**config.mk**
```make
export PLATFORM = sky130hd
export DESIGN_NAME = c_token_scanner
export DESIGN_NICKNAME = d
export VERILOG_FILES = /design/src/rtl/ctok_pkg.sv /design/src/rtl/ctok_step.sv /design/src/rtl/c_token_scanner.sv
export SDC_FILE = /design/constraint.sdc
export NUM_CORES = 1
export LEC_CHECK = 0
export BUFFER_PORTS_ARGS = -buffer_cell sky130_fd_sc_hd__buf_2
export CAP_MARGIN = 40
export CORE_AREA = 2 2 49 85
export CTS_CLUSTER_SIZE = 28
export DETAILED_ROUTE_END_ITERATION = 6
export DIE_AREA = 0 0 51 87
export SKIP_LAST_GASP = 1
export SYNTH_ARGS = -nofsm -noshare
export SYNTH_HDL_FRONTEND = slang
export SYNTH_SLANG_ARGS = --single-unit
```
**constraint.sdc**
```tcl
create_clock -name i_clk -period 4.7 [get_ports i_clk]
set_input_delay 0.94 -clock i_clk [delete_from_list [all_inputs] [get_ports i_clk]]
set_output_delay 0.94 -clock i_clk [all_outputs]
set_load 0.02 [all_outputs]
```
**src/rtl/ctok_pkg.sv**
```systemverilog
// ctok_pkg: shared types, codes and byte-class helpers for the C token scanner.
// No dependencies; used by ctok_step, c_token_scanner, ctok_checker and c_token_scanner_tb.
package ctok_pkg;

    // token kind codes
    localparam logic [1:0] KIND_STRING = 2'd0;
    localparam logic [1:0] KIND_CHAR   = 2'd1;
    localparam logic [1:0] KIND_NUMBER = 2'd2;
    localparam logic [1:0] KIND_IDENT  = 2'd3;

    // error codes
    localparam logic [1:0] ERR_NONE      = 2'd0;
    localparam logic [1:0] ERR_BAD_START = 2'd1;
    localparam logic [1:0] ERR_EOT_LIT   = 2'd2;

    // special bytes
    localparam logic [7:0] CH_DQUOTE = 8'h22;
    localparam logic [7:0] CH_SQUOTE = 8'h27;
    localparam logic [7:0] CH_ZERO   = 8'h30;
    localparam logic [7:0] CH_LOW_X  = 8'h78;
    localparam logic [7:0] CH_BSLASH = 8'h5C;

    typedef enum logic [9:0] {
        S_START   = 10'b00_0000_0001,
        S_STR     = 10'b00_0000_0010,
        S_STR_ESC = 10'b00_0000_0100,
        S_CHR     = 10'b00_0000_1000,
        S_CHR_ESC = 10'b00_0001_0000,
        S_ZERO    = 10'b00_0010_0000,
        S_HEX     = 10'b00_0100_0000,
        S_OCT     = 10'b00_1000_0000,
        S_DEC     = 10'b01_0000_0000,
        S_IDENT   = 10'b10_0000_0000
    } t_scan_state;

    typedef struct packed {
        logic       ended_before;
        logic [1:0] ended_kind;
        logic       in_token;
        logic [1:0] token_kind;
        logic       closes_token;
        logic [1:0] error_code;
    } t_scan_result;

    function automatic logic is_digit(input logic [7:0] c);
        return (c >= 8'h30) && (c <= 8'h39);
    endfunction

    function automatic logic is_oct(input logic [7:0] c);
        return (c >= 8'h30) && (c <= 8'h37);
    endfunction

    function automatic logic is_hex(input logic [7:0] c);
        return is_digit(c) || ((c >= 8'h61) && (c <= 8'h66))
            || ((c >= 8'h41) && (c <= 8'h46));
    endfunction

    function automatic logic is_alpha_us(input logic [7:0] c);
        return ((c >= 8'h61) && (c <= 8'h7A)) || ((c >= 8'h41) && (c <= 8'h5A))
            || (c == 8'h5F);
    endfunction

endpackage

```
**src/rtl/ctok_step.sv**
```systemverilog
// ctok_step: next-state and result logic for one item of the token scanner.
// Purely combinational; depends on ctok_pkg.
module ctok_step (
    input  ctok_pkg::t_scan_state  i_state,
    input  logic [7:0]             i_data_byte,
    input  logic                   i_end_of_text,
    output ctok_pkg::t_scan_state  o_next_state,
    output ctok_pkg::t_scan_result o_result
);
    import ctok_pkg::*;

    logic       start_new;   // byte starts a fresh token
    logic       ends_tok;    // a number or identifier ends before this byte
    logic [1:0] end_kind;

    always_comb begin
        o_result     = '0;
        o_next_state = S_START;
        start_new    = 1'b0;
        ends_tok     = 1'b0;
        end_kind     = KIND_NUMBER;

        if (i_end_of_text) begin
            unique case (i_state)
                S_STR, S_STR_ESC, S_CHR, S_CHR_ESC: begin
                    o_result.error_code = ERR_EOT_LIT;
                end
                S_ZERO, S_HEX, S_OCT, S_DEC: begin
                    o_result.ended_before = 1'b1;
                    o_result.ended_kind   = KIND_NUMBER;
                end
                S_IDENT: begin
                    o_result.ended_before = 1'b1;
                    o_result.ended_kind   = KIND_IDENT;
                end
                default: begin
                end
            endcase
        end else begin
            unique case (i_state)
                S_STR, S_CHR: begin
                    o_result.in_token   = 1'b1;
                    o_result.token_kind = (i_state == S_STR) ? KIND_STRING : KIND_CHAR;
                    if (i_data_byte == ((i_state == S_STR) ? CH_DQUOTE : CH_SQUOTE)) begin
                        o_result.closes_token = 1'b1;
                        o_next_state          = S_START;
                    end else if (i_data_byte == CH_BSLASH) begin
                        o_next_state = (i_state == S_STR) ? S_STR_ESC : S_CHR_ESC;
                    end else begin
                        o_next_state = i_state;
                    end
                end
                S_STR_ESC: begin
                    o_result.in_token   = 1'b1;
                    o_result.token_kind = KIND_STRING;
                    o_next_state        = S_STR;
                end
                S_CHR_ESC: begin
                    o_result.in_token   = 1'b1;
                    o_result.token_kind = KIND_CHAR;
                    o_next_state        = S_CHR;
                end
                S_ZERO: begin
                    if (i_data_byte == CH_LOW_X) begin
                        o_next_state = S_HEX;
                    end else if (is_oct(i_data_byte)) begin
                        o_next_state = S_OCT;
                    end else begin
                        ends_tok = 1'b1;
                    end
                end
                S_HEX: begin
                    if (is_hex(i_data_byte)) o_next_state = S_HEX;
                    else ends_tok = 1'b1;
                end
                S_OCT: begin
                    if (is_oct(i_data_byte)) o_next_state = S_OCT;
                    else ends_tok = 1'b1;
                end
                S_DEC: begin
                    if (is_digit(i_data_byte)) o_next_state = S_DEC;
                    else ends_tok = 1'b1;
                end
                S_IDENT: begin
                    end_kind = KIND_IDENT;
                    if (is_alpha_us(i_data_byte) || is_digit(i_data_byte)) begin
                        o_next_state = S_IDENT;
                    end else begin
                        ends_tok = 1'b1;
                    end
                end
                default: begin
                    start_new = 1'b1;
                end
            endcase

            // number or identifier carries on with this byte
            if (!ends_tok && !start_new && (o_next_state == S_HEX || o_next_state == S_OCT
                    || o_next_state == S_DEC || o_next_state == S_IDENT)) begin
                o_result.in_token   = 1'b1;
                o_result.token_kind = (o_next_state == S_IDENT) ? KIND_IDENT : KIND_NUMBER;
            end

            if (ends_tok || start_new) begin
                o_result.ended_before = ends_tok;
                o_result.ended_kind   = ends_tok ? end_kind : KIND_STRING;
                o_result.in_token     = 1'b1;
                priority if (i_data_byte == CH_DQUOTE) begin
                    o_result.token_kind = KIND_STRING;
                    o_next_state        = S_STR;
                end else if (i_data_byte == CH_SQUOTE) begin
                    o_result.token_kind = KIND_CHAR;
                    o_next_state        = S_CHR;
                end else if (i_data_byte == CH_ZERO) begin
                    o_result.token_kind = KIND_NUMBER;
                    o_next_state        = S_ZERO;
                end else if (is_digit(i_data_byte)) begin
                    o_result.token_kind = KIND_NUMBER;
                    o_next_state        = S_DEC;
                end else if (is_alpha_us(i_data_byte)) begin
                    o_result.token_kind = KIND_IDENT;
                    o_next_state        = S_IDENT;
                end else begin
                    // bad start byte is dropped
                    o_result.in_token   = 1'b0;
                    o_result.token_kind = KIND_STRING;
                    o_result.error_code = ERR_BAD_START;
                    o_next_state        = S_START;
                end
            end
        end
    end

endmodule

```
**src/rtl/c_token_scanner.sv**
```systemverilog
// c_token_scanner: one result per byte; o_out_valid rises the cycle after input accept.
// Throughput 1 item per cycle unless stalled; state and result update on every accept.
// o_in_ready is high while the result register is empty or being taken in the same cycle.
// Synchronous active-low reset returns the scanner to token start and empties the result.
// Depends on ctok_pkg and ctok_step.
module c_token_scanner (
    input  logic       i_clk,
    input  logic       i_rst_n,
    input  logic       i_in_valid,
    output logic       o_in_ready,
    input  logic [7:0] i_data_byte,
    input  logic       i_end_of_text,
    output logic       o_out_valid,
    input  logic       i_out_ready,
    output logic       o_ended_before,
    output logic [1:0] o_ended_kind,
    output logic       o_in_token,
    output logic [1:0] o_token_kind,
    output logic       o_closes_token,
    output logic [1:0] o_error_code
);
    import ctok_pkg::*;

    t_scan_state  r_state;
    t_scan_state  n_state;
    t_scan_result r_result;
    t_scan_result n_result;
    logic         r_out_valid;
    logic         in_fire;

    assign o_in_ready = !r_out_valid || i_out_ready;
    assign in_fire    = i_in_valid && o_in_ready;

    ctok_step u_step (
        .i_state       (r_state),
        .i_data_byte   (i_data_byte),
        .i_end_of_text (i_end_of_text),
        .o_next_state  (n_state),
        .o_result      (n_result)
    );

    always_ff @(posedge i_clk) begin
        if (!i_rst_n) begin
            r_state     <= S_START;
            r_out_valid <= 1'b0;
        end else begin
            if (in_fire) begin
                r_state <= n_state;
            end
            if (in_fire) begin
                r_out_valid <= 1'b1;
            end else if (i_out_ready) begin
                r_out_valid <= 1'b0;
            end
        end
    end

    always_ff @(posedge i_clk) begin
        if (in_fire) begin
            r_result <= n_result;
        end
    end

    assign o_out_valid    = r_out_valid;
    assign o_ended_before = r_result.ended_before;
    assign o_ended_kind   = r_result.ended_kind;
    assign o_in_token     = r_result.in_token;
    assign o_token_kind   = r_result.token_kind;
    assign o_closes_token = r_result.closes_token;
    assign o_error_code   = r_result.error_code;

endmodule

```
# == Word level (Yosys, flattened, before mapping) ==
# Cells that the tools add are included.
# word_totals
n_memories,0
latchBits,0
wordCells,123
register_bits,20
inputBits,13
rom_bits,0
mem_bits_rw,0
# op_classes
n_reduce_logical,28
mux,57
shifts,0
n_eq_ne,20
n_addsub,0
n_bitwise,1
order_cmp,9
div_mod_pow,0
mul,0
# op_table
cell,n
10-bit 2-to-1 mux,12
10-bit case mux with 8 select lines,1
"8-bit by 7-bit <= comparator with 1-bit output, second input constant",4
2-bit 2-to-1 mux,13
"8-bit by 6-bit equality test with 1-bit output, second input constant",3
"8-bit by 7-bit equality test with 1-bit output, second input constant",3
"10-bit equality test, second input constant",2
"10-bit by 7-bit equality test with 1-bit output, second input constant",2
"10-bit by 8-bit equality test with 1-bit output, second input constant",2
"10-bit by 9-bit equality test with 1-bit output, second input constant",2
1-bit 2-to-1 mux,20
"8-bit by 7-bit greater-or-equal comparator with 1-bit output, second input constant",2
"8-bit by 6-bit <= comparator with 1-bit output, second input constant",2
"10-bit by 2-bit equality test with 1-bit output, second input constant",1
"10-bit by 3-bit equality test with 1-bit output, second input constant",1
"10-bit by 4-bit equality test with 1-bit output, second input constant",1
"10-bit by 5-bit equality test with 1-bit output, second input constant",1
"10-bit by 6-bit equality test with 1-bit output, second input constant",1
1-bit logical OR,10
1-bit logical AND,9
3-bit 2-to-1 mux,3
9-bit 2-to-1 mux,1
3-bit case mux with 3 select lines,1
9-bit OR reduction,1
other kinds (13),17

# == Depth between registers and ports, before layout ==
# Gate-level depths: netlist of run 1.
# depth
depth_word,16
mapped_depth,7
mapped_depth_nobuf,7

# == Modules after synthesis ==
# A second synthesis of run 1 with hierarchy kept.
# hier_totals
hier_cells,198
hier_area_um2,1634.1
# modules_own_cells
mod,area_per_inst_um2,seq_area_each_um2,cells_per_inst,instances
ctok_step,915.9,0.0,141,1
c_token_scanner,718.2,490.5,57,1

# == Worst setup path after synthesis of run 1 ==
# OpenSTA, ideal clock, no wires.
# synth_timing
kind,input to register
startpoint,input i_data_byte[5]
endpoint,"register r_result, in the netlist o_token_kind[0] (data pin)"
setup_time_ps,271
arrival_time_ps,2446
path_slack_ps,1983
t_required_ps,4429
path_stages,7
path_buffers,1
cell_sequence,clkbuf_1 and4bb_2 nand2_1 a32oi_1 o31ai_4 o31ai_2 o22ai_1
# synth_via
elab_chain_len,15
# synth_lines
element,line_no,rtl
from (decl),c_token_scanner.sv:11,"input logic [7:0] i_data_byte,"
"8-bit by 7-bit greater-or-equal comparator with 1-bit output, or another cell as far along","ctok_pkg.sv:54, ctok_pkg.sv:59",
1-bit logical AND,ctok_pkg.sv:59,return ((c >= 8'h61) && (c <= 8'h7A)) || ((c >= 8'h41) && (c <= 8'h5A))
1-bit logical OR,ctok_pkg.sv:59,
1-bit logical OR,ctok_pkg.sv:60,|| (c == 8'h5F);
1-bit logical OR,ctok_step.sv:86,if (is_alpha_us(i_data_byte) || is_digit(i_data_byte)) begin
10-bit 2-to-1 mux,ctok_step.sv:86,
10-bit case mux with 8 select lines,ctok_step.sv:40,unique case (i_state)
10-bit 2-to-1 mux,ctok_step.sv:23,if (i_end_of_text) begin
10-bit by 7-bit equality test with 1-bit output / 10-bit by 8-bit equality test with 1-bit output (equally long branches),ctok_step.sv:98,if (!ends_tok && !start_new && (o_next_state == S_HEX || o_next_state == S_OCT
1-bit logical OR,ctok_step.sv:98,
1-bit logical OR (2 in series),ctok_step.sv:99,|| o_next_state == S_DEC || o_next_state == S_IDENT)) begin
1-bit logical AND,ctok_step.sv:98,
3-bit 2-to-1 mux,ctok_step.sv:98,
6-bit 2-to-1 mux (*),ctok_step.sv:104,if (ends_tok || start_new) begin
to (signal assigned),c_token_scanner.sv:60,r_result <= n_result;
to (decl),c_token_scanner.sv:26,t_scan_result r_result;
# Every way passes the cells marked *; elsewhere a longest branch is shown, timed or not. The select of a mux whose other input is x is not followed.
# A chain may end at the register's enable or synchronous reset.

# == Final worst setup path of run 1 ==
# layout_timing
startpoint,input i_data_byte[2]
endpoint,"register r_result, in the netlist o_ended_before (data pin)"
# layout_via
elab_chain_len,11
# layout_lines
element,line_no
"8-bit by 7-bit greater-or-equal comparator with 1-bit output, or another cell as far along","ctok_pkg.sv:54, ctok_pkg.sv:59"
1-bit logical AND,ctok_pkg.sv:59
1-bit logical OR,ctok_pkg.sv:59
1-bit logical OR,ctok_pkg.sv:60
1-bit logical OR,ctok_step.sv:86
1-bit 2-to-1 mux,ctok_step.sv:86
1-bit case mux with 5 select lines (*),ctok_step.sv:40
1-bit 2-to-1 mux (*),ctok_step.sv:23
1-bit logical OR,ctok_step.sv:104
6-bit 2-to-1 mux (*),ctok_step.sv:104
3-bit 2-to-1 mux (*),ctok_step.sv:23
# Marks and branches as above.

==> impl_metrics.tcl, run 1 <==
set metrics [dict create \
    outcome "complete, no violations" \
    ys_seq_area_share_pct 31.5 \
    cts_hold_buf 0 \
    core_um2 3790 \
    ys.flop_type "dfxtp_1" \
    drc 0 \
    area_growth_syn_to_layout_pct 10.8 \
    grt_first_pass_wirelength_um 6260 \
    regArea_um2 460 \
    period_minus_slack_ns 2.95 \
    cts_buffers 3 \
    start_util_pct 38.5 \
    rows 30 \
    fin_cells 238 \
    clk_pin_slew_worst_paths_ns 0.07 \
    nets 204 \
    synth_edf_count 8 \
    post_drt_via_cell_ratio 6.11 \
    combPwrFrac_pct 15.9 \
    syn-num-nets 188 \
    rsz0062_at_grt "no" \
    pwr-share-seq_pct 51.7 \
    setup_ws_ns 1.75 \
    dp.cells 234 \
    syn_avg_cell_area_um2 8.34 \
    dp_hpwl_um 3030 \
    cts-resized-gates 0 \
    antenna_found_initial 0 \
    r2r-end "o_token_kind[0]" \
    layout_commonest_cell "buf_2" \
    wl_per_cell_um 16.2 \
    synth_area_leader_cell "edfxtp_1" \
    cts_buffer_depth 2 \
    setup_violations 0 \
    io_buffers 23 \
    synth-seq-cells 19 \
    reg2reg_from "r_state[5]" \
    synth_area_leaders "edfxtp_1, dfxtp_1, nor3_1" \
    cp.arrival_ns 2.93 \
    root_buffer "clkbuf_8" \
    cts_tree "yes" \
    utilization_pct 42.7 \
    tightestPinTransition_ns 0.783 \
    final_layout_size_suffix_gt1_share_pct 18.9 \
    r2r_cells 6 \
    synth_cells 175 \
    slew-limit-headroom_pct 47.4 \
    yosys_warnings 0 \
    synth_top_area_share_pct 16.5 \
    fillers 416 \
    p_clk_share_pct 32.5 \
    cts_setup_buffers 0 \
    finalSetupTns_ns 0 \
    die-area_um2 4440 \
    drtIter0Drc 58 \
    reg2reg_slack_ns 2.31 \
    multi_input_area_um2 915 \
    fp.dieH_um 87 \
    htreeDepth 1 \
    postLayoutCellArea_um2 1620 \
    path_max_fanout 13 \
    ios 24 \
    place_ws_ns 1.49 \
    routabilityCongestion 0.913 \
    critPathCaptureType "register" \
    min_delay_path_depth 2 \
    grt_start_max_net_pins 14 \
    syn_area_um2 1460 \
    sw_frac_of_total_pct 26.3 \
    critPathRequiredTime_ns 4.68 \
    ir_worst_vdd_v 0.000110 \
    slew_violations 0 \
    placed_area_um2 1570 \
    wirelength_um 3850 \
    track_usage_pct 18.5 \
    hold_class "register to register" \
    most-common-layout-cells "buf_2, nor2_1, nand2_1, nor3_1, dfxtp_1" \
    finalCritPeriodShare_pct 62.8 \
    ant_nets 0 \
    async_flop_share_pct 0 \
    min_to "r_state[8]" \
    p_leak_nw 0.584 \
    max_freq_ghz 0.339 \
    final-hold-violation-count 0 \
    fp.dieW_um 51 \
    skew_ns 0.00159 \
    critPathLaunchType "input port" \
    intPower_mw 0.256 \
    pwr_density_cell_nw_per_um2 214 \
    insertion_delay_ns 0.25 \
    worstSetupPathType "input port to register" \
    grt_pass1_vias 1368 \
    ys_types 51 \
    gr-total-overflow 0 \
    worstHoldStart "r_state[8]" \
    num_vias 1453 \
    antennaDiodeCount 0 \
    clock_sink_count 19 \
    firstDrtPassIters 4 \
    maxCapViolations 0 \
    power_switching_mw 0.0912 \
]
power groups by stage:
stage / logic (mW) / registers, mW / clock network (mW)
after CTS: 0.0547 / 0.179 / 0.114
after floorplan: 0.0298 / 0.189 / 0
after global routing: 0.0603 / 0.179 / 0.120
final: 0.0550 / 0.179 / 0.113
after global placement: 0.0534 / 0.183 / 0
after detailed placement: 0.0545 / 0.183 / 0
sequential cells by signal, summed over array words and instances, names as in the netlist:
signal / flops
o_closes_token: 1
o_ended_kind: 1
o_error_code: 2
o_in_token: 1
o_token_kind: 2
r_state: 10
o_ended_before: 1
o_out_valid: 1
worst max-delay path by stage:
stage / start / end / slack (ns) / cells after the start
after floorplan: i_data_byte[5] / o_token_kind[0] / 1.98 / 7
after global placement: i_data_byte[2] / o_ended_before / 1.56 / 7
after detailed placement: i_data_byte[2] / o_ended_before / 1.49 / 7
after CTS: i_data_byte[2] / o_ended_before / 1.76 / 7
after global routing: i_data_byte[2] / o_ended_kind[0] / 1.61 / 7
final: i_data_byte[2] / o_ended_before / 1.75 / 7
layout make-up:
type	count	share of cell area, %
Sequential cell	19	28.5
Multi-Input combinational cell	138	56.5
Inverter	6	1.39
Tap cell	48	3.71
Clock buffer	4	2.78
Timing Repair Buffer	23	7.12
cells by family after synthesis:
logic type / Yosys count / share of synthesized area (%)
buf+inv: 18 / 5.83
flops: 19 / 31.5
simple gates: 93 / 38.3
xor+xnor: 2 / 1.20
compound gates: 43 / 23.1
cell usage after synthesis (all sizes together) (5+ instances only):
cell type	number
nor3	13
edfxtp	8
nor2	17
nand3	7
nor2b	6
clkbuf	5
dfxtp	11
nand2	15
buf	7
o21ai	7
a21oi	6
inv	6
nor3b	6
through the flow:
| step | total power, mW | hold slack [ns] |
|---|---|---|
| finish | 0.347 | 0.583 |
| global route | 0.360 | 0.608 |
| CTS | 0.348 | 0.579 |
| detailed placement | 0.237 | 0.569 |
| global placement | 0.236 | 0.556 |
| floorplan | 0.219 | 0.501 |
layer usage:
metal | track usage, % | part of all wire (%) | vias to the layer above
li1 | - | - | 707
met1 | 19.9 | 40 | 686
met2 | 33.8 | 54 | 53
met3 | 1.20 | 4.1 | 7
met4 | 12.0 | 2.2 | 0
met5 | 0 | 0 | -
critical path: stages:
cell     delay, ns
buf_2         0.17
nor3_1        0.36
nand3_1       0.16
a31oi_1       0.39
o31ai_4       0.15
nor3_1        0.66
nor2b_1       0.09
Note: power is estimated with default switching activity, not from simulation.
==> inputs of run 2 (changes only) <==
--- a/config.mk
+++ b/config.mk
@@ -5,12 +5,13 @@
 export SDC_FILE = /design/constraint.sdc
 export NUM_CORES = 1
 export LEC_CHECK = 0
+export ABC_AREA = 1
 export BUFFER_PORTS_ARGS = -buffer_cell sky130_fd_sc_hd__buf_2
 export CAP_MARGIN = 40
-export CORE_AREA = 2 2 49 85
+export CORE_AREA = 2 2 51 89
 export CTS_CLUSTER_SIZE = 28
 export DETAILED_ROUTE_END_ITERATION = 6
-export DIE_AREA = 0 0 51 87
+export DIE_AREA = 0 0 53 91
 export SKIP_LAST_GASP = 1
 export SYNTH_ARGS = -nofsm -noshare
 export SYNTH_HDL_FRONTEND = slang
==> constraint.sdc (replaced) <==
create_clock -name i_clk -period 2.7 [get_ports i_clk]
set_input_delay 0.54 -clock i_clk [delete_from_list [all_inputs] [get_ports i_clk]]
set_output_delay 0.54 -clock i_clk [all_outputs]
set_load 0.02 [all_outputs]
==> impl_metrics.tcl, run 2 <==
set metrics [dict create \
    num_vias 1673 \
    finalCritPeriodShare_pct 78.3 \
    hold_class "register to register" \
    r2r-end "o_token_kind[1]" \
    cts_hold_buf 0 \
    synth-seq-cells 19 \
    max_freq_ghz 0.473 \
    insertion_delay_ns 0.27 \
    synth_top_area_share_pct 17.2 \
    yosys_warnings 0 \
    pwr-share-seq_pct 47.8 \
    finalSetupTns_ns 0 \
    tightestPinTransition_ns 0.572 \
    critPathRequiredTime_ns 2.72 \
    syn_area_um2 1590 \
    p_clk_share_pct 31.0 \
    largest_reg_flops 10 \
    critPathCaptureType "register" \
    postLayoutCellArea_um2 1780 \
    layout_commonest_cell "nand2_1" \
    hold_ws_ns 0.488 \
    final_layout_size_suffix_gt1_share_pct 16.6 \
    setup_violations 0 \
    ir_worst_vdd_v 0.000174 \
    multi_input_area_um2 951 \
    worstSetupPathType "register to register" \
    finalPower_mw 0.661 \
    placed_area_um2 1730 \
    synthTopCellsByCount "nand2_1, nor2_1, inv_1" \
    worstHoldStart "r_state[7]" \
    crit_path_start "r_state[4]" \
    cts_buffer_depth 2 \
    track_usage_pct 20.1 \
    synth_area_leaders "nand2_1, edfxtp_1, dfxtp_1" \
    gr-total-overflow 0 \
    p_leak_nw 0.851 \
    combPwrFrac_pct 21.2 \
    routabilityCongestion 0.898 \
    min_delay_path_depth 2 \
    grt_start_max_net_pins 12 \
    area_growth_syn_to_layout_pct 11.6 \
    min_to "r_state[7]" \
    wirelength_um 4190 \
    die-area_um2 4820 \
    ys_types 27 \
    yosysMostFrequentCell "nand2_1" \
    pwr_density_cell_nw_per_um2 372 \
    period_minus_slack_ns 2.11 \
    syn-num-nets 274 \
    regArea_um2 460 \
    start_util_pct 39.1 \
    synth_edf_count 8 \
    power_switching_mw 0.203 \
    intPower_mw 0.458 \
    antennaDiodeCount 0 \
    final-hold-violation-count 0 \
    cp.arrival_ns 2.13 \
    most-common-layout-cells "nand2_1, nor2_1, inv_1, nand3_1, buf_2" \
    htreeDepth 1 \
    path_max_fanout 9 \
    grt_first_pass_wirelength_um 7340 \
    maxCapViolations 0 \
    reg2reg_from "r_state[4]" \
    cts_buffers 3 \
    rsz0062_at_grt "no" \
    sw_frac_of_total_pct 30.7 \
    drc 0 \
    dp_hpwl_um 3430 \
    syn_avg_cell_area_um2 6.10 \
    outcome "complete, no violations" \
    firstDrtPassIters 4 \
    clk_pin_slew_worst_paths_ns 0.07 \
    regMostFlops "r_state" \
    cts_tree "yes" \
    slew-limit-headroom_pct 61.7 \
    post_drt_via_cell_ratio 5.04 \
    core_um2 4070 \
    fp.dieH_um 91 \
    ys_seq_area_share_pct 28.9 \
    ys.flop_type "dfxtp_1" \
    synth_area_leader_cell "nand2_1" \
    root_buffer "clkbuf_8" \
    fp.dieW_um 53 \
    cts-resized-gates 0 \
    ios 24 \
    synth_cells 261 \
    ant_nets 0 \
    critPathLaunchType "register" \
    clock_sink_count 19 \
    nets 297 \
    skew_ns 0.00774 \
    wl_per_cell_um 12.6 \
    r2r_cells 9 \
    cts_setup_buffers 0 \
    async_flop_share_pct 0 \
    reg2reg_slack_ns 0.59 \
    grt_pass1_vias 1679 \
    drtIter0Drc 48 \
    slew_violations 0 \
    antenna_found_initial 0 \
    rows 31 \
    io_buffers 23 \
    fillers 484 \
]
run 2: changes by cell type after synthesis, moves of 6 or more:
cell     change
inv_1       +29
nor3_1       -7
nand2_1     +59
nor2b_1      -6
nand3_1     +23
nor2_1      +22
a21oi_1      +7
nand4_1      +7
nor2_2       +7
run 2: worst max path at each step:
stage,end,slack [ns]
global route,o_token_kind[1],0.47
detailed placement,o_token_kind[1],0.41
CTS,o_token_kind[1],0.60
floorplan,o_token_kind[1],0.79
finish,o_token_kind[1],0.59
global placement,o_token_kind[1],0.42
run 2: routing by layer:
metal  GRT usage [%]  vias up  wire (um)
met3            1.48       10        152
met2            38.1       40       2390
li1                -      890          -
met5               0        -          0
met4            8.97        0        106
met1            20.8      733       1540
run 2: cell families (layout without fill, tap and decap cells):
kind of cell / after synthesis / after routing / share of synthesized area, %
DFF: 19 / 19 / 28.9
and+or+nand+nor: 177 / 177 / 51.5
AOI/OAI and AO/OA: 23 / 23 / 8.25
buffers and inverters: 42 / 64 / 11.3
run 2: worst max-delay path, stage by stage (launching register included):
cell and delay [ns]:
dfxtp_1 0.35, nor2_1 0.27, nand2_2 0.14, nor2_2 0.18
nand3_1 0.15, clkinv_1 0.10, nand4_2 0.24, nand3_4 0.23
nand2_1 0.06, and3_1 0.14
run 2: through the flow:
step           util (%)  worst slack (ns)  std cells
2_1_floorplan         -             0.793        261
3_3_place_gp       42.5             0.421        328
3_5_place_dp       42.5             0.405        328
4_1_cts            43.6             0.596        332
5_1_grt            43.6             0.470        332
6_report           43.6             0.586        332
run 2: power groups by stage:
stage | clock network, mW | registers (mW) | logic [mW]
final | 0.205 | 0.316 | 0.140
after global routing | 0.218 | 0.318 | 0.159
after CTS | 0.204 | 0.316 | 0.141
after detailed placement | 0 | 0.323 | 0.141
after global placement | 0 | 0.322 | 0.141
after floorplan | 0 | 0.335 | 0.0870
run 2: final cells by class:
class,instances,share of cell area (%)
tap,49,3.45
inverter,36,7.61
timing repair buffer,24,6.91
multi-input combinational,200,53.6
sequential,19,25.9
clock buffer,4,2.54
